**src/rtl/lpl_pkg.sv**
```systemverilog
// Shared package for the look-ahead peak limiter.
// Holds the configuration, command and status types, register codes and constants.
// No dependencies.
`timescale 1ns / 1ps

package lpl_pkg;

    // Default sizes for the top-level parameters.
    localparam int DELAY_DEPTH_DEF = 64;
    localparam int SAMPLE_BITS_DEF = 24;

    // Fixed field widths.
    localparam int THR_W   = 25;
    localparam int CEIL_W  = 27;
    localparam int COEF_W  = 24;
    localparam int DLEN_W  = 7;
    localparam int GAIN_W  = 25;
    localparam int FRAC_W  = 24;
    localparam int PADDR_W = 5;
    localparam int PDATA_W = 32;

    // Gain of one in Q.24.
    localparam logic [GAIN_W-1:0] UNITY = GAIN_W'(1) << FRAC_W;

    // Restoring division yields one quotient bit per step.
    localparam int DIV_STEPS = FRAC_W;
    localparam int CNT_W     = $clog2(DIV_STEPS);

    // Register reset values.
    localparam logic [THR_W-1:0]  THR_RST  = THR_W'(8388608);
    localparam logic [CEIL_W-1:0] CEIL_RST = CEIL_W'(33000000);
    localparam logic [COEF_W-1:0] ATK_RST  = COEF_W'(11000000);
    localparam logic [COEF_W-1:0] REL_RST  = COEF_W'(16770000);
    localparam logic [DLEN_W-1:0] DLEN_RST = DLEN_W'(48);

    // Register indexes, address bits [4:2].
    typedef enum logic [2:0] {
        REG_THRESHOLD = 3'd0,
        REG_CEILING   = 3'd1,
        REG_ATTACK    = 3'd2,
        REG_RELEASE   = 3'd3,
        REG_DELAY_LEN = 3'd4
    } reg_idx_t;

    typedef struct packed {
        logic [THR_W-1:0]  threshold_level;
        logic [CEIL_W-1:0] ceiling_ratio;
        logic [COEF_W-1:0] atk_smooth;
        logic [COEF_W-1:0] rel_decay;
        logic [DLEN_W-1:0] delay_length;
    } cfg_t;

    // Controller states.
    typedef enum logic [3:0] {
        ST_IDLE,
        ST_ENV_MUL,
        ST_MAG_MUL,
        ST_ENV_UPD,
        ST_CMP,
        ST_DIV,
        ST_CEIL_MUL,
        ST_CLAMP,
        ST_OUT_MUL,
        ST_OUT
    } state_t;

    // Commands from the controller to the datapath.
    typedef struct packed {
        logic accept;
        logic env_mul;
        logic mag_mul;
        logic env_upd;
        logic cmp;
        logic div_step;
        logic div_last;
        logic ceil_mul;
        logic clamp;
        logic out_mul;
        logic out_load;
    } cmd_t;

    // Status from the datapath to the controller.
    typedef struct packed {
        logic over;
        logic out_free;
    } status_t;

endpackage

```
**src/rtl/lpl_if.sv**
```systemverilog
// Stream interfaces for the limiter's sample input and result output.
// Depends on lpl_pkg for the default sample width and the gain width.
`timescale 1ns / 1ps

interface lpl_in_if #(parameter int SAMPLE_BITS = lpl_pkg::SAMPLE_BITS_DEF) ();
    logic                          valid;
    logic                          ready;
    logic signed [SAMPLE_BITS-1:0] in_sample;
    logic                          in_last;

    modport source (output valid, output in_sample, output in_last, input ready);
    modport sink   (input valid, input in_sample, input in_last, output ready);
endinterface

interface lpl_out_if #(parameter int SAMPLE_BITS = lpl_pkg::SAMPLE_BITS_DEF) ();
    logic                          valid;
    logic                          ready;
    logic signed [SAMPLE_BITS-1:0] out_sample;
    logic [lpl_pkg::GAIN_W-1:0]    gain_now;
    logic                          out_last;

    modport source (output valid, output out_sample, output gain_now, output out_last,
                    input ready);
    modport sink   (input valid, input out_sample, input gain_now, input out_last,
                    output ready);
endinterface

```
**src/rtl/lookahead_peak_limiter.sv**
```systemverilog
// Top level of the look-ahead peak limiter: register block, controller, datapath.
// Depends on lpl_pkg, lpl_if, lpl_regs, lpl_ctrl, lpl_datapath and lpl_ram.
// A sample passes the envelope, compare, ceiling, clamp and output states, and the 24-step
// restoring divide only when the envelope is over threshold and the gain is divided out.
// A new transaction is taken only once the previous result is in the output register.
// Reset (rst_n, asynchronous, active low) restores registers, envelope and delay pointer.
`timescale 1ns / 1ps

module lookahead_peak_limiter #(
    parameter int DELAY_DEPTH = lpl_pkg::DELAY_DEPTH_DEF,
    parameter int SAMPLE_BITS = lpl_pkg::SAMPLE_BITS_DEF
) (
    input  logic                        clk,
    input  logic                        rst_n,
    input  logic                        psel,
    input  logic                        penable,
    input  logic                        pwrite,
    input  logic [lpl_pkg::PADDR_W-1:0] paddr,
    input  logic [lpl_pkg::PDATA_W-1:0] pwdata,
    output logic [lpl_pkg::PDATA_W-1:0] prdata,
    output logic                        pready,
    lpl_in_if.sink                      in_chan,
    lpl_out_if.source                   out_chan
);
    import lpl_pkg::*;

    // The block works on one sample at a time. A transaction on in_chan starts the
    // sequence: the delay line is read at the write pointer and the new sample is
    // written into that entry, then the shared multiplier updates the peak envelope in
    // two products. If the envelope is over threshold, a restoring divider forms
    // threshold over envelope one quotient bit per cycle. The gain is then scaled
    // by the ceiling ratio, clamped to one, and applied to the delayed sample with
    // rounding and saturation.
    //
    // The finished result sits in an output register, so a new sample can be taken
    // while the previous result still waits on out_chan.
    //
    // The delay line is a RAM without a clearing pass: a fill count tracks the
    // prefix of entries written since reset, and any entry past it reads as zero.

    cfg_t    cfg;
    cmd_t    cmd;
    status_t status;

    lpl_regs u_regs (
        .clk     (clk),
        .rst_n   (rst_n),
        .psel    (psel),
        .penable (penable),
        .pwrite  (pwrite),
        .paddr   (paddr),
        .pwdata  (pwdata),
        .prdata  (prdata),
        .pready  (pready),
        .cfg     (cfg)
    );

    lpl_ctrl u_ctrl (
        .clk      (clk),
        .rst_n    (rst_n),
        .in_valid (in_chan.valid),
        .in_ready (in_chan.ready),
        .status   (status),
        .cmd      (cmd)
    );

    lpl_datapath #(
        .DELAY_DEPTH (DELAY_DEPTH),
        .SAMPLE_BITS (SAMPLE_BITS)
    ) u_datapath (
        .clk        (clk),
        .rst_n      (rst_n),
        .cfg        (cfg),
        .cmd        (cmd),
        .status     (status),
        .in_sample  (in_chan.in_sample),
        .in_last    (in_chan.in_last),
        .out_sample (out_chan.out_sample),
        .gain_now   (out_chan.gain_now),
        .out_last   (out_chan.out_last),
        .out_valid  (out_chan.valid),
        .out_ready  (out_chan.ready)
    );

endmodule

```
**src/rtl/lpl_ram.sv**
```systemverilog
// Generic single-write, single-read RAM with a registered read port.
// No dependencies.
`timescale 1ns / 1ps

module lpl_ram #(
    parameter int WIDTH = 24,
    parameter int DEPTH = 64
) (
    input  logic                     clk,
    input  logic                     we,
    input  logic [$clog2(DEPTH)-1:0] waddr,
    input  logic [WIDTH-1:0]         wdata,
    input  logic                     re,
    input  logic [$clog2(DEPTH)-1:0] raddr,
    output logic [WIDTH-1:0]         rdata
);

    logic [WIDTH-1:0] mem [DEPTH];
    logic [WIDTH-1:0] rdata_reg;

    always_ff @(posedge clk)
    begin
        if (we)
        begin
            mem[waddr] <= wdata;
        end
        if (re)
        begin
            rdata_reg <= mem[raddr];
        end
    end

    assign rdata = rdata_reg;

endmodule

```
**src/rtl/lpl_regs.sv**
```systemverilog
// APB-style configuration register block for the limiter.
// Depends on lpl_pkg for the register codes, reset values and cfg_t.
`timescale 1ns / 1ps

module lpl_regs (
    input  logic                        clk,
    input  logic                        rst_n,
    input  logic                        psel,
    input  logic                        penable,
    input  logic                        pwrite,
    input  logic [lpl_pkg::PADDR_W-1:0] paddr,
    input  logic [lpl_pkg::PDATA_W-1:0] pwdata,
    output logic [lpl_pkg::PDATA_W-1:0] prdata,
    output logic                        pready,
    output lpl_pkg::cfg_t               cfg
);
    import lpl_pkg::*;

    cfg_t     cfg_reg;
    cfg_t     cfg_next;
    reg_idx_t idx;
    logic     wr_en;

    assign idx    = reg_idx_t'(paddr[PADDR_W-1:2]);
    assign wr_en  = psel && penable && pwrite;
    assign pready = 1'b1;

    always_comb
    begin
        cfg_next = cfg_reg;
        if (wr_en)
        begin
            unique case (idx)
                REG_THRESHOLD: cfg_next.threshold_level = pwdata[THR_W-1:0];
                REG_CEILING:   cfg_next.ceiling_ratio   = pwdata[CEIL_W-1:0];
                REG_ATTACK:    cfg_next.atk_smooth      = pwdata[COEF_W-1:0];
                REG_RELEASE:   cfg_next.rel_decay       = pwdata[COEF_W-1:0];
                REG_DELAY_LEN: cfg_next.delay_length    = pwdata[DLEN_W-1:0];
                default:       cfg_next = cfg_reg;
            endcase
        end
    end

    always_comb
    begin
        unique case (idx)
            REG_THRESHOLD: prdata = PDATA_W'(cfg_reg.threshold_level);
            REG_CEILING:   prdata = PDATA_W'(cfg_reg.ceiling_ratio);
            REG_ATTACK:    prdata = PDATA_W'(cfg_reg.atk_smooth);
            REG_RELEASE:   prdata = PDATA_W'(cfg_reg.rel_decay);
            REG_DELAY_LEN: prdata = PDATA_W'(cfg_reg.delay_length);
            default:       prdata = '0;
        endcase
    end

    always_ff @(posedge clk or negedge rst_n)
    begin
        if (!rst_n)
        begin
            cfg_reg.threshold_level <= THR_RST;
            cfg_reg.ceiling_ratio   <= CEIL_RST;
            cfg_reg.atk_smooth      <= ATK_RST;
            cfg_reg.rel_decay       <= REL_RST;
            cfg_reg.delay_length    <= DLEN_RST;
        end
        else
        begin
            cfg_reg <= cfg_next;
        end
    end

    assign cfg = cfg_reg;

endmodule

```
**src/rtl/lpl_ctrl.sv**
```systemverilog
// Controller state machine that sequences one sample through the datapath.
// Depends on lpl_pkg for state_t, cmd_t, status_t and the divider step count.
`timescale 1ns / 1ps

module lpl_ctrl (
    input  logic               clk,
    input  logic               rst_n,
    input  logic               in_valid,
    output logic               in_ready,
    input  lpl_pkg::status_t   status,
    output lpl_pkg::cmd_t      cmd
);
    import lpl_pkg::*;

    state_t            state_reg;
    state_t            state_next;
    logic [CNT_W-1:0]  cnt_reg;
    logic [CNT_W-1:0]  cnt_next;
    logic              div_done;

    assign div_done = (cnt_reg == CNT_W'(DIV_STEPS - 1));

    always_comb
    begin
        state_next = state_reg;
        unique case (state_reg)
            ST_IDLE:     if (in_valid) state_next = ST_ENV_MUL;
            ST_ENV_MUL:  state_next = ST_MAG_MUL;
            ST_MAG_MUL:  state_next = ST_ENV_UPD;
            ST_ENV_UPD:  state_next = ST_CMP;
            ST_CMP:      state_next = status.over ? ST_DIV : ST_CEIL_MUL;
            ST_DIV:      if (div_done) state_next = ST_CEIL_MUL;
            ST_CEIL_MUL: state_next = ST_CLAMP;
            ST_CLAMP:    state_next = ST_OUT_MUL;
            ST_OUT_MUL:  state_next = ST_OUT;
            ST_OUT:      if (status.out_free) state_next = ST_IDLE;
            default:     state_next = ST_IDLE;
        endcase
    end

    // The counter returns to zero on the last divide step.
    always_comb
    begin
        cnt_next = (state_reg == ST_DIV && !div_done) ? cnt_reg + CNT_W'(1) : '0;
    end

    always_comb
    begin
        cmd      = '0;
        in_ready = 1'b0;
        unique case (state_reg)
            ST_IDLE:
            begin
                in_ready   = 1'b1;
                cmd.accept = in_valid;
            end
            ST_ENV_MUL:  cmd.env_mul = 1'b1;
            ST_MAG_MUL:  cmd.mag_mul = 1'b1;
            ST_ENV_UPD:  cmd.env_upd = 1'b1;
            ST_CMP:      cmd.cmp = 1'b1;
            ST_DIV:
            begin
                cmd.div_step = 1'b1;
                cmd.div_last = div_done;
            end
            ST_CEIL_MUL: cmd.ceil_mul = 1'b1;
            ST_CLAMP:    cmd.clamp = 1'b1;
            ST_OUT_MUL:  cmd.out_mul = 1'b1;
            ST_OUT:      cmd.out_load = status.out_free;
            default:     cmd = '0;
        endcase
    end

    always_ff @(posedge clk or negedge rst_n)
    begin
        if (!rst_n)
        begin
            state_reg <= ST_IDLE;
            cnt_reg   <= '0;
        end
        else
        begin
            state_reg <= state_next;
            cnt_reg   <= cnt_next;
        end
    end

    // The divider counter only runs while dividing.
    a_cnt_idle: assert property (@(posedge clk) disable iff (!rst_n)
        (state_reg != ST_DIV) |-> (cnt_reg == '0))
        else $error("divider step counter running outside the divide state");

    // On its last step, a division always moves on to the ceiling multiply.
    a_div_exit: assert property (@(posedge clk) disable iff (!rst_n)
        (state_reg == ST_DIV && div_done) |=> (state_reg == ST_CEIL_MUL))
        else $error("divide state left at the wrong step");

    // A new sample is taken only from the idle state and starts the envelope sequence.
    a_accept_idle: assert property (@(posedge clk) disable iff (!rst_n)
        cmd.accept |=> (state_reg == ST_ENV_MUL))
        else $error("accepted sample did not start the envelope sequence");

endmodule

```
**src/rtl/lpl_datapath.sv**
```systemverilog
// Datapath of the limiter: delay line, envelope, gain divider and output scaling.
// Depends on lpl_pkg for cfg_t, cmd_t, status_t and constants, and on lpl_ram.
`timescale 1ns / 1ps

module lpl_datapath #(
    parameter int DELAY_DEPTH = lpl_pkg::DELAY_DEPTH_DEF,
    parameter int SAMPLE_BITS = lpl_pkg::SAMPLE_BITS_DEF
) (
    input  logic                          clk,
    input  logic                          rst_n,
    input  lpl_pkg::cfg_t                 cfg,
    input  lpl_pkg::cmd_t                 cmd,
    output lpl_pkg::status_t              status,
    input  logic signed [SAMPLE_BITS-1:0] in_sample,
    input  logic                          in_last,
    output logic signed [SAMPLE_BITS-1:0] out_sample,
    output logic [lpl_pkg::GAIN_W-1:0]    gain_now,
    output logic                          out_last,
    output logic                          out_valid,
    input  logic                          out_ready
);
    import lpl_pkg::*;

    localparam int S  = SAMPLE_BITS;
    localparam int AW = $clog2(DELAY_DEPTH);
    localparam int HW = $clog2(DELAY_DEPTH + 1);
    localparam int LW = (HW > DLEN_W) ? HW : DLEN_W;
    localparam int XW = (S > CEIL_W) ? S : CEIL_W;
    localparam int PW = XW + GAIN_W;
    localparam int NW = S + FRAC_W;
    localparam int MW = PW - FRAC_W + 1;

    localparam logic [S-1:0]  ENV_MAX  = S'(1) << (S - 1);
    localparam logic [MW-1:0] POS_MAX  = (MW'(1) << (S - 1)) - MW'(1);
    localparam logic [MW-1:0] NEG_MAX  = MW'(1) << (S - 1);
    localparam logic [PW:0]   RND_HALF = (PW + 1)'(1) << (FRAC_W - 1);

    // Control state, cleared by reset.
    logic [AW-1:0]     wptr_reg,  wptr_next;
    logic [HW-1:0]     fill_reg,  fill_next;
    logic [S-1:0]      env_reg,   env_next;
    logic              ovalid_reg, ovalid_next;

    // Payload registers.
    logic [AW-1:0]     waddr_reg,   waddr_next;
    logic [S-1:0]      x_reg,       x_next;
    logic              last_reg,    last_next;
    logic [S-1:0]      mag_reg,     mag_next;
    logic              attack_reg,  attack_next;
    logic [S-1:0]      delayed_reg, delayed_next;
    logic [PW-1:0]     prod_reg,    prod_next;
    logic [PW-1:0]     acc_reg,     acc_next;
    logic [S-1:0]      rem_reg,     rem_next;
    logic [FRAC_W-1:0] numlo_reg,   numlo_next;
    logic [FRAC_W-1:0] quo_reg,     quo_next;
    logic [GAIN_W-1:0] gain_reg,    gain_next;
    logic [S-1:0]      osample_reg, osample_next;
    logic [GAIN_W-1:0] ogain_reg,   ogain_next;
    logic              olast_reg,   olast_next;

    logic [LW-1:0]     dlen;
    logic [LW-1:0]     len_eff;
    logic [LW-1:0]     wptr_inc;
    logic [S-1:0]      in_bits;
    logic [S-1:0]      in_mag;
    logic [S-1:0]      ram_rdata;
    logic              ram_we;
    logic              rd_hit;
    logic [XW-1:0]     mul_x;
    logic [GAIN_W-1:0] mul_y;
    logic [PW-1:0]     mul_p;
    logic [PW:0]       env_sum;
    logic [NW-1:0]     num;
    logic [NW-1:0]     env_scaled;
    logic              over;
    logic [S:0]        trial;
    logic [S:0]        diff;
    logic              ge;
    logic [PW-FRAC_W-1:0] gain_hi;
    logic [S-1:0]      dmag;
    logic [PW:0]       rnd;
    logic [MW-1:0]     rmag;
    logic [MW-1:0]     rsat;
    logic              out_free;

    // Effective delay length: zero acts as one, beyond the depth acts as the depth.
    always_comb
    begin
        dlen = LW'(cfg.delay_length);
        if (dlen == '0)
        begin
            len_eff = LW'(1);
        end
        else if (dlen > LW'(DELAY_DEPTH))
        begin
            len_eff = LW'(DELAY_DEPTH);
        end
        else
        begin
            len_eff = dlen;
        end
    end

    assign wptr_inc = LW'(wptr_reg) + LW'(1);
    assign in_bits  = in_sample;
    assign in_mag   = in_bits[S-1] ? (~in_bits + S'(1)) : in_bits;

    // Entries at or beyond the fill count were never written and read as zero.
    assign rd_hit = (HW'(waddr_reg) < fill_reg);
    assign ram_we = cmd.env_mul;

    lpl_ram #(
        .WIDTH (S),
        .DEPTH (DELAY_DEPTH)
    ) u_delay_ram (
        .clk   (clk),
        .we    (ram_we),
        .waddr (waddr_reg),
        .wdata (x_reg),
        .re    (cmd.accept),
        .raddr (wptr_reg),
        .rdata (ram_rdata)
    );

    // Operand selection for the shared multiplier.
    always_comb
    begin
        mul_x = '0;
        mul_y = '0;
        if (cmd.env_mul)
        begin
            mul_x = XW'(env_reg);
            mul_y = GAIN_W'(attack_reg ? cfg.atk_smooth : cfg.rel_decay);
        end
        else if (cmd.mag_mul)
        begin
            mul_x = XW'(mag_reg);
            mul_y = UNITY - GAIN_W'(cfg.atk_smooth);
        end
        else if (cmd.ceil_mul)
        begin
            mul_x = XW'(cfg.ceiling_ratio);
            mul_y = gain_reg;
        end
        else if (cmd.out_mul)
        begin
            mul_x = XW'(dmag);
            mul_y = gain_reg;
        end
    end

    assign mul_p = mul_x * mul_y;

    assign env_sum    = {1'b0, acc_reg} + {1'b0, (attack_reg ? prod_reg : '0)};
    assign num        = {cfg.threshold_level, {(S - 1){1'b0}}};
    assign env_scaled = {env_reg, {FRAC_W{1'b0}}};
    assign over       = (env_scaled > num) && (env_reg != '0);

    assign trial = {rem_reg, numlo_reg[FRAC_W-1]};
    assign diff  = trial - {1'b0, env_reg};
    assign ge    = (trial >= {1'b0, env_reg});

    assign gain_hi = prod_reg[PW-1:FRAC_W];
    assign dmag    = delayed_reg[S-1] ? (~delayed_reg + S'(1)) : delayed_reg;

    // Round half away from zero on the magnitude, then saturate per sign.
    assign rnd  = {1'b0, prod_reg} + RND_HALF;
    assign rmag = rnd[PW:FRAC_W];

    always_comb
    begin
        if (delayed_reg[S-1])
        begin
            rsat = (rmag > NEG_MAX) ? NEG_MAX : rmag;
        end
        else
        begin
            rsat = (rmag > POS_MAX) ? POS_MAX : rmag;
        end
    end

    assign out_free = !ovalid_reg || out_ready;

    always_comb
    begin
        wptr_next    = wptr_reg;
        fill_next    = fill_reg;
        env_next     = env_reg;
        ovalid_next  = ovalid_reg;
        waddr_next   = waddr_reg;
        x_next       = x_reg;
        last_next    = last_reg;
        mag_next     = mag_reg;
        attack_next  = attack_reg;
        delayed_next = delayed_reg;
        prod_next    = prod_reg;
        acc_next     = acc_reg;
        rem_next     = rem_reg;
        numlo_next   = numlo_reg;
        quo_next     = quo_reg;
        gain_next    = gain_reg;
        osample_next = osample_reg;
        ogain_next   = ogain_reg;
        olast_next   = olast_reg;

        if (ovalid_reg && out_ready)
        begin
            ovalid_next = 1'b0;
        end

        if (cmd.accept)
        begin
            x_next      = in_bits;
            last_next   = in_last;
            mag_next    = in_mag;
            attack_next = (in_mag > env_reg);
            waddr_next  = wptr_reg;
            wptr_next   = (wptr_inc >= len_eff) ? '0 : wptr_inc[AW-1:0];
        end

        if (cmd.env_mul)
        begin
            delayed_next = rd_hit ? ram_rdata : '0;
            if (HW'(waddr_reg) >= fill_reg)
            begin
                fill_next = HW'(waddr_reg) + HW'(1);
            end
        end

        if (cmd.env_mul || cmd.mag_mul || cmd.ceil_mul || cmd.out_mul)
        begin
            prod_next = mul_p;
        end

        if (cmd.mag_mul)
        begin
            acc_next = prod_reg;
        end

        if (cmd.env_upd)
        begin
            env_next = env_sum[FRAC_W +: S];
        end

        if (cmd.cmp)
        begin
            if (over)
            begin
                rem_next   = num[NW-1:FRAC_W];
                numlo_next = num[FRAC_W-1:0];
                quo_next   = '0;
            end
            else
            begin
                gain_next = UNITY;
            end
        end

        if (cmd.div_step)
        begin
            rem_next   = ge ? diff[S-1:0] : trial[S-1:0];
            numlo_next = {numlo_reg[FRAC_W-2:0], 1'b0};
            quo_next   = {quo_reg[FRAC_W-2:0], ge};
            if (cmd.div_last)
            begin
                gain_next = {1'b0, quo_next};
            end
        end

        if (cmd.clamp)
        begin
            gain_next = (gain_hi > (PW - FRAC_W)'(UNITY)) ? UNITY : gain_hi[GAIN_W-1:0];
        end

        if (cmd.out_load)
        begin
            ovalid_next  = 1'b1;
            osample_next = delayed_reg[S-1] ? (~rsat[S-1:0] + S'(1)) : rsat[S-1:0];
            ogain_next   = gain_reg;
            olast_next   = last_reg;
        end
    end

    always_ff @(posedge clk or negedge rst_n)
    begin
        if (!rst_n)
        begin
            wptr_reg   <= '0;
            fill_reg   <= '0;
            env_reg    <= '0;
            ovalid_reg <= 1'b0;
        end
        else
        begin
            wptr_reg   <= wptr_next;
            fill_reg   <= fill_next;
            env_reg    <= env_next;
            ovalid_reg <= ovalid_next;
        end
    end

    always_ff @(posedge clk)
    begin
        waddr_reg   <= waddr_next;
        x_reg       <= x_next;
        last_reg    <= last_next;
        mag_reg     <= mag_next;
        attack_reg  <= attack_next;
        delayed_reg <= delayed_next;
        prod_reg    <= prod_next;
        acc_reg     <= acc_next;
        rem_reg     <= rem_next;
        numlo_reg   <= numlo_next;
        quo_reg     <= quo_next;
        gain_reg    <= gain_next;
        osample_reg <= osample_next;
        ogain_reg   <= ogain_next;
        olast_reg   <= olast_next;
    end

    assign status.over     = over;
    assign status.out_free = out_free;

    assign out_sample = osample_reg;
    assign gain_now   = ogain_reg;
    assign out_last   = olast_reg;
    assign out_valid  = ovalid_reg;

    // The envelope is a magnitude and never exceeds full scale.
    a_env_bound: assert property (@(posedge clk) disable iff (!rst_n)
        env_reg <= ENV_MAX)
        else $error("peak envelope above full scale");

    // The controller loads a result only when the output register can take it.
    a_load_free: assert property (@(posedge clk) disable iff (!rst_n)
        cmd.out_load |-> out_free)
        else $error("result loaded over an untaken result");

    // A delivered gain is clamped to one.
    a_gain_clamp: assert property (@(posedge clk) disable iff (!rst_n)
        ovalid_reg |-> (ogain_reg <= UNITY))
        else $error("delivered gain above one");

    // Division only runs against a nonzero envelope.
    a_div_nonzero: assert property (@(posedge clk) disable iff (!rst_n)
        cmd.div_step |-> (env_reg != '0))
        else $error("gain division with a zero envelope");

    // The written prefix of the delay line only grows.
    a_fill_grow: assert property (@(posedge clk) disable iff (!rst_n)
        1'b1 |=> (fill_reg >= $past(fill_reg)))
        else $error("delay fill count went backward");

endmodule
```
**src/flat_wrapper.sv**
```systemverilog
// flat-port wrapper written by rule: the top's interface ports become plain ports
module lookahead_peak_limiter_flat import lpl_pkg::*;
#(
    parameter int DELAY_DEPTH = lpl_pkg::DELAY_DEPTH_DEF,
    parameter int SAMPLE_BITS = lpl_pkg::SAMPLE_BITS_DEF
)
  (clk, rst_n, psel, penable, pwrite, paddr, pwdata, prdata, pready, in_chan_valid, in_chan_in_sample, in_chan_in_last, in_chan_ready, out_chan_valid, out_chan_out_sample, out_chan_gain_now, out_chan_out_last, out_chan_ready);
  lpl_in_if #(.SAMPLE_BITS(SAMPLE_BITS)) in_chan_i ();
  lpl_out_if #(.SAMPLE_BITS(SAMPLE_BITS)) out_chan_i ();
  input  logic clk;
  input  logic rst_n;
  input  logic psel;
  input  logic penable;
  input  logic pwrite;
  input  logic [lpl_pkg::PADDR_W-1:0] paddr;
  input  logic [lpl_pkg::PDATA_W-1:0] pwdata;
  output logic [lpl_pkg::PDATA_W-1:0] prdata;
  output logic pready;
  input wire logic [$bits(in_chan_i.valid)-1:0] in_chan_valid;
  input wire logic [$bits(in_chan_i.in_sample)-1:0] in_chan_in_sample;
  input wire logic [$bits(in_chan_i.in_last)-1:0] in_chan_in_last;
  output wire logic [$bits(in_chan_i.ready)-1:0] in_chan_ready;
  output wire logic [$bits(out_chan_i.valid)-1:0] out_chan_valid;
  output wire logic [$bits(out_chan_i.out_sample)-1:0] out_chan_out_sample;
  output wire logic [$bits(out_chan_i.gain_now)-1:0] out_chan_gain_now;
  output wire logic [$bits(out_chan_i.out_last)-1:0] out_chan_out_last;
  input wire logic [$bits(out_chan_i.ready)-1:0] out_chan_ready;
  assign in_chan_i.valid = in_chan_valid;
  assign in_chan_i.in_sample = in_chan_in_sample;
  assign in_chan_i.in_last = in_chan_in_last;
  assign in_chan_ready = in_chan_i.ready;
  assign out_chan_valid = out_chan_i.valid;
  assign out_chan_out_sample = out_chan_i.out_sample;
  assign out_chan_gain_now = out_chan_i.gain_now;
  assign out_chan_out_last = out_chan_i.out_last;
  assign out_chan_i.ready = out_chan_ready;
  lookahead_peak_limiter #(.DELAY_DEPTH(DELAY_DEPTH), .SAMPLE_BITS(SAMPLE_BITS)) u_core (.clk(clk), .rst_n(rst_n), .psel(psel), .penable(penable), .pwrite(pwrite), .paddr(paddr), .pwdata(pwdata), .prdata(prdata), .pready(pready), .in_chan(in_chan_i), .out_chan(out_chan_i));
endmodule
```
**config.mk**
```make
export PLATFORM = sky130hd
export DESIGN_NAME = lookahead_peak_limiter_flat
export DESIGN_NICKNAME = d
export VERILOG_FILES = /design/src/rtl/lpl_pkg.sv /design/src/rtl/lpl_if.sv /design/src/rtl/lookahead_peak_limiter.sv /design/src/rtl/lpl_ram.sv /design/src/rtl/lpl_regs.sv /design/src/rtl/lpl_ctrl.sv /design/src/rtl/lpl_datapath.sv /design/src/flat_wrapper.sv
export SDC_FILE = /design/constraint.sdc
export NUM_CORES = 2
export LEC_CHECK = 0
export BUFFER_PORTS_ARGS = -buffer_cell sky130_fd_sc_hd__buf_2
export CAP_MARGIN = 5
export CELL_PAD_IN_SITES_DETAIL_PLACEMENT = 0
export CELL_PAD_IN_SITES_GLOBAL_PLACEMENT = 2
export CORE_UTILIZATION = 45
export CTS_BUF_LIST = sky130_fd_sc_hd__clkbuf_4
export DETAILED_ROUTE_END_ITERATION = 8
export MAX_ROUTING_LAYER = met4
export PLACE_DENSITY_LB_ADDON = 0.1
export SETUP_SLACK_MARGIN = 0.02
export SLEW_MARGIN = 25
export SYNTH_ARGS = -nofsm -noshare
export SYNTH_HDL_FRONTEND = slang
export SYNTH_SLANG_ARGS = --single-unit
export TNS_END_PERCENT = 1
```
**constraint.sdc**
```tcl
create_clock -name clk -period 13 [get_ports clk]
set_input_delay 2.6 -clock clk [delete_from_list [all_inputs] [get_ports clk]]
set_output_delay 2.6 -clock clk [all_outputs]
set_load 0.05 [all_outputs]
```
# ---- Yosys cells after proc, flatten, opt, wreduce, memory -nomap -nowiden
# Memory sizes are Yosys's and may differ from the RTL's. A register that Yosys moved wholly into a read port is not among the register bits.
# Cells that the tools add are included.
dict set report classes {
  addsub 10
  magnitude_cmp 10
  bitwise_logic 3
  reduce_logical 26
  n_mul 1
  muxes 57
  eq_ne 17
}
# op n
set op_table {}
lappend op_table {{$mux W24} 15}
lappend op_table {{$mux W25} 10}
lappend op_table {{$pmux W27 S5} 1}
lappend op_table {{$mux W27} 3}
lappend op_table {{$add A24 B1 Y24 const B} 3}
lappend op_table {{$not A24 Y24} 3}
lappend op_table {{$mux W23} 3}
lappend op_table {{$add A52 B24 Y53 const B} 1}
lappend op_table {{$mul A27 B25 Y52} 1}
lappend op_table {{$add A48 B48 Y48} 1}
lappend op_table {{$gt A48 B48 Y1} 1}
lappend op_table {{$mux W48} 1}
lappend op_table {{$pmux W4 S10} 1}
lappend op_table {{$gt A29 B23 Y1 const B} 1}
lappend op_table {{$gt A29 B24 Y1 const B} 1}
lappend op_table {{$gt A28 B25 Y1 const B} 1}
lappend op_table {{$ge A25 B24 Y1} 1}
lappend op_table {{$sub A25 B24 Y25 const A} 1}
lappend op_table {{$gt A24 B24 Y1} 1}
lappend op_table {{$reduce_bool A24 Y1} 1}
lappend op_table {{$sub A24 B24 Y24} 1}
lappend op_table {{$eq A4 B3 Y1 const B} 4}
lappend op_table {{$add A6 B1 Y7 const B} 2}
lappend op_table {{$mux W1} 14}
lappend op_table {{27 further kinds} 52}
dict set report totals {
  ramBits 1536
  n_memories 1
  out_inout_bits 85
  inputBits 69
  word_cells 152
  register_bits 479
}
# name words word_bits read_ports rd_clocked_by_memory_dff wr line
set mem_list {}
lappend mem_list {u_core.u_datapath.u_delay_ram.mem 64 24 1 1 1 lpl_ram.sv:18} ;# logic [WIDTH-1:0] mem [DEPTH];

# ---- Depth between registers and ports, before layout
dict set report logic_depth {
  ltp_word 8
  ltp_mapped 38
  mapped_depth_nobuf 37
}

# ---- By module
# From an unflattened synthesis, not the netlist that was laid out.
dict set report unflattened {
  hier_cells 7601
  area_unflattened_um2 107858.4
}
# mod area_per_inst_um2 cells_per_inst instances seq_area_each_um2
set modules_own_cells {}
lappend modules_own_cells {lpl_ram 59535.8 2610 1 46844.9}
lappend modules_own_cells {lpl_datapath 42762.3 4610 1 9769.4}
lappend modules_own_cells {lpl_regs 5024.8 319 1 2730.1}
lappend modules_own_cells {lpl_ctrl 535.5 62 1 225.2}

# ---- Worst setup path before layout
# OpenSTA, ideal clock, no wires.
dict set report synth_timing {
  path_kind {reg2reg}
  from {reg u_core.u_ctrl.state_reg[3]}
  to {reg u_core.u_datapath.prod_reg[50], data pin}
  arrival_ns 9.781
  required_time_ns 12.735
  setup_time_ns 0.265
  path_buffers 5
  slack_ns 2.954
  stages_incl_launch_ff 35
  period_less_slack_ns 10.046
  path_cell_list {dfrtp_1 clkbuf_1 nor2_1 nand2b_1 clkbuf_1 inv_1 buf_1 clkbuf_1 a221oi_1 clkbuf_1 nor2_1 fa_1 fa_1 inv_1 fa_1 inv_1 fa_1 inv_1 fa_1 inv_1 fa_1 inv_1 fa_1 inv_1 ha_1 and3_1 and2_1 o311ai_0 a21o_1 a2111oi_0 o21bai_1 o21ai_0 a21boi_0 o21ai_0 xor2_1}
}
dict set report synth_via {
  elab_chain_len 7
  elab_cells_between_ends 17
  cone_classes {mul (1); eq/ne (4); mux (12)}
}
# element line
set synth_lines {}
lappend synth_lines {{start, declared} lpl_ctrl.sv:15} ;# state_t state_reg;
lappend synth_lines {{start signal, assigned} lpl_ctrl.sv:83} ;# state_reg <= state_next;
lappend synth_lines {{$eq A4 B4 Y1} lpl_ctrl.sv:51} ;# unique case (state_reg)
lappend synth_lines {{$mux W1} lpl_ctrl.sv:51}
lappend synth_lines {{$mux W24 / $mux W25 (equally long branches)} lpl_datapath.sv:145} ;# else if (cmd.out_mul)
lappend synth_lines {{$mux W27 / $mux W25 (equally long branches)} lpl_datapath.sv:140} ;# else if (cmd.ceil_mul)
lappend synth_lines {{$mux W27 / $mux W25 (equally long branches)} lpl_datapath.sv:135} ;# else if (cmd.mag_mul)
lappend synth_lines {{$mux W27 / $mux W25 (equally long branches)} lpl_datapath.sv:130} ;# if (cmd.env_mul)
lappend synth_lines {{$mul A27 B25 Y52 (*)} lpl_datapath.sv:152} ;# assign mul_p = mul_x * mul_y;
lappend synth_lines {{via u_core.u_datapath.mul_p[50]} lpl_datapath.sv:71} ;# logic [PW-1:0] mul_p;
lappend synth_lines {{end signal, assigned} lpl_datapath.sv:310} ;# prod_reg <= prod_next;
lappend synth_lines {{end, declared} lpl_datapath.sv:51} ;# logic [PW-1:0] prod_reg, prod_next;
# Mark *: on every way through the listed nets, which the timed path passes. The rest lies on a longest branch.
# A chain may end at the register's enable or synchronous reset.

# ---- Final worst setup path
dict set report layout_timing {
  from {reg u_core.u_datapath.delayed_reg[4]}
  to {reg u_core.u_datapath.prod_reg[50], data pin}
}
dict set report layout_via {
  elab_chain_len 8
}
# element line
set layout_lines {}
lappend layout_lines {{start, declared} lpl_datapath.sv:50} ;# logic [S-1:0] delayed_reg, delayed_next;
lappend layout_lines {{start signal, assigned} lpl_datapath.sv:309} ;# delayed_reg <= delayed_next;
lappend layout_lines {{$not A24 Y24} lpl_datapath.sv:164} ;# assign dmag = delayed_reg[S-1] ? (~delayed_reg + S'(1)) : delayed_reg;
lappend layout_lines {{$add A24 B1 Y24} lpl_datapath.sv:164}
lappend layout_lines {{$mux W24 (*)} lpl_datapath.sv:164}
lappend layout_lines {{$mux W24 (*)} lpl_datapath.sv:145}
lappend layout_lines {{$mux W27 (*)} lpl_datapath.sv:140}
lappend layout_lines {{$mux W27 (*)} lpl_datapath.sv:135}
lappend layout_lines {{$mux W27 (*)} lpl_datapath.sv:130}
lappend layout_lines {{$mul A27 B25 Y52 (*)} lpl_datapath.sv:152}
lappend layout_lines {{via u_core.u_datapath.mul_p[50]} lpl_datapath.sv:71}
# Marked as above.

==> results.ini <==
[timing]
period_needed_ns=10.91
tightest_slew_ns=1.14
hold_violations=0
finalSetupViolCount=0
slew_headroom_pct=23.6
totalNegativeSetupSlack_ns=0
rsz0062_at_grt=false
skew_ns=0.186
min_period_over_period_pct=83.9
slew_viol_final=0
fmax_mhz=91.7

[clocking]
cts_hold_buf=0
clkTransAtPathRegs_ns=0.06
cts_resized=0
cts.path.max_buffers=4
cts-root-buf=clkbuf_4
cts_setup_buffers=0
clkSinkCount=2016
htreeDepth=6
cts_made_buffers=557
cts_tree=done
clk_latency_ns=1.40

[die]
dieArea_mm2=0.242
floorplan.initialDensity_pct=45.4
core_area_mm2=0.238
num_rows=179
boundaryPins=154
die_h_um=492
die_w_um=492

[final_layout]
nets=9457
syn2layout_area_growth_pct=11.3
largest_register_ffs=1536
drive_gt1_share_pct=21.3

[critical_path]
worstPathRequired_ns=14.01
r2r-start=u_core.u_datapath.delayed_reg[4]
arrival_ns=11.92
critPathCaptureType=flip-flop
cp_common_cell=fa_1
crit_type=flip-flop to flip-flop
cpPeakStageDelay_ns=0.69
critPathLaunch=u_core.u_datapath.delayed_reg[4]
start_kind=flip-flop
crit_path_max_fanout=12
cp_slowest_cell=a2111oi_0

[routing]
drcViolationCount=30
ant_nets=0
wl_um=339000
route.detailed.wl_per_inst_um=28.2
vias_per_cell=5.66
first_iter_violations=5374
drtPass1Iterations=9
vias=68100

[synthesis]
ys_seq_area_share_pct=55.1
yosysTopAreaCellShare_pct=51.0
synth_edf_count=1837
ys_seq_elements=2016
synth_area_leaders=edfxtp_1, fa_1, mux4_2, ha_1, mux2i_1
netlist_area_mm2=0.108
syn_inst=7969
yosys_warnings=0
synth.distinct_cells=114
synth_async_sr_flop_share_pct=7.64
ys.flop_type=edfxtp_1
avgSynthCellArea_um2=13.6
yosysTopAreaCell=edfxtp_1

[status]
violations=design-rule violations
status=finished with violations

[global_routing]
use_met1_pct=35.3
grt_max_degree=114
busiest_layer=met2
use_met2_pct=48.2
antenna_found_initial=16
use_met3_pct=4.45
track_usage_pct=28.8
grt_pass1_wl_um=486000
grt_pass1_vias=69600
globalRouteOverflowTotal=0

[placement]
dpl.hpwl_um=221000
port_buffers=140
globalplace.congestion=0.924

[run]
maxCapViolCount=0

[worst_hold_path]
hp-class=flip-flop to flip-flop
hold_start=u_core.u_datapath.prod_reg[2]

==> path summary, 6_finish.rpt <==
| path | end | cells after the start | slack [ns] |
|---|---|---|---|
| max | u_core.u_datapath.prod_reg[50] | 35 | 2.09 |
| min | u_core.u_datapath.acc_reg[2] | 0 | 0.41 |
| max reg2reg | u_core.u_datapath.prod_reg[50] | 35 | 2.09 |
| min reg2reg | u_core.u_datapath.acc_reg[2] | 0 | 0.41 |
| max in group asynchronous | u_core.u_datapath.fill_reg[3] | 3 | 9.74 |
| min in group asynchronous | u_core.u_ctrl.state_reg[3] | 1 | 1.28 |
==> critical path: cells and delay by family (launching register included) <==
family / cells / cell delay, ns
DFF: 1 / 0.46
adders and majority gates: 8 / 4.00
AOI/OAI and AO/OA: 9 / 2.91
and+or+nand+nor: 9 / 2.31
buffers and inverters: 7 / 0.65
xor gates and xnor gates: 2 / 0.33
==> per-stage QoR <==
step                      area (µm²)  worst slack (ns)  util, %  hold slack (ns)  cells
after floorplan               108000              2.95        -            0.400   7973
after global placement        113000              1.94     47.5            0.403  11100
after detailed placement      113000              2.02     47.6            0.425  11100
after CTS                     120000              2.00     50.4            0.393  12000
after global routing          120000              1.44     50.5            0.422  12000
final                         120000              2.09     50.5            0.410  12000
==> cells in the mapped netlist (15+ instances only) <==
| cell | count |
|---|---|
| a21o_1 | 93 |
| a21oi_1 | 339 |
| a221o_1 | 37 |
| a22oi_1 | 25 |
| a31oi_1 | 17 |
| and2_1 | 105 |
| and3_1 | 18 |
| buf_1 | 64 |
| clkbuf_1 | 313 |
| dfrtp_1 | 112 |
| dfstp_2 | 42 |
| dfxtp_1 | 25 |
| edfxtp_1 | 1837 |
| fa_1 | 573 |
| ha_1 | 326 |
| inv_1 | 745 |
| mux2_2 | 192 |
| mux2i_1 | 324 |
| mux4_2 | 233 |
| nand2_1 | 595 |
| nand2b_1 | 81 |
| nand3_1 | 45 |
| nand4_1 | 42 |
| nor2_1 | 578 |
| nor2b_1 | 69 |
| nor3_1 | 38 |
| nor4_1 | 25 |
| o211ai_1 | 28 |
| o21a_1 | 29 |
| o21ai_0 | 277 |
| o21bai_1 | 18 |
| o221a_2 | 16 |
| o221ai_1 | 117 |
| o22ai_1 | 109 |
| o31ai_1 | 27 |
| or4_1 | 15 |
| xnor2_1 | 113 |
| xor2_1 | 74 |
==> cell families after synthesis <==
group / synth area share, %
AOI/OAI and AO/OA: 7.66
xor gates and xnor gates: 1.53
adders and majority gates: 14.4
buffers and inverters: 4.30
DFF: 55.1
muxes: 9.87
other: 0.00695
and+or+nand+nor: 7.14
==> cells in the final DEF (no fill, tap or decap), types with 45 or more instances in the layout <==
master	instances
nand2_1	593
buf_4	224
nor2_2	52
nand2b_1	79
inv_1	743
xnor2_1	113
dfrtp_1	107
a21oi_1	334
mux2i_1	324
clkbuf_4	790
xor2_1	74
a21o_1	93
nand3_1	45
nor2_1	511
o21ai_0	272
clkinv_1	79
o22ai_1	109
fa_1	573
mux2_2	192
edfxtp_1	1837
ha_1	326
mux4_2	233
and2_1	104
o221ai_1	103
buf_2	139
nor2b_1	69
==> area by class of cell <==
class                      count  area (µm²)
timing repair buffer         381        2790
sequential                  2016       59600
antenna                       27        67.6
fill                       20900      118000
clock buffer                 790        5930
inverter                     746        2800
clock inverter               125         805
tap                         3167        3960
multi-input combinational   4787       44400
==> routing by layer <==
metal  part of all wire (%)  up-vias  wire length, µm
met2                     50     2183           170000
li1                       -    30300                -
met4                    3.9        0            13300
met1                     40    35100           136000
met5                      0        -                0
met3                    5.7      576            19200
Power is not shown: default switching activity piles up to over one toggle a cycle in this logic, so the estimate is an artifact.
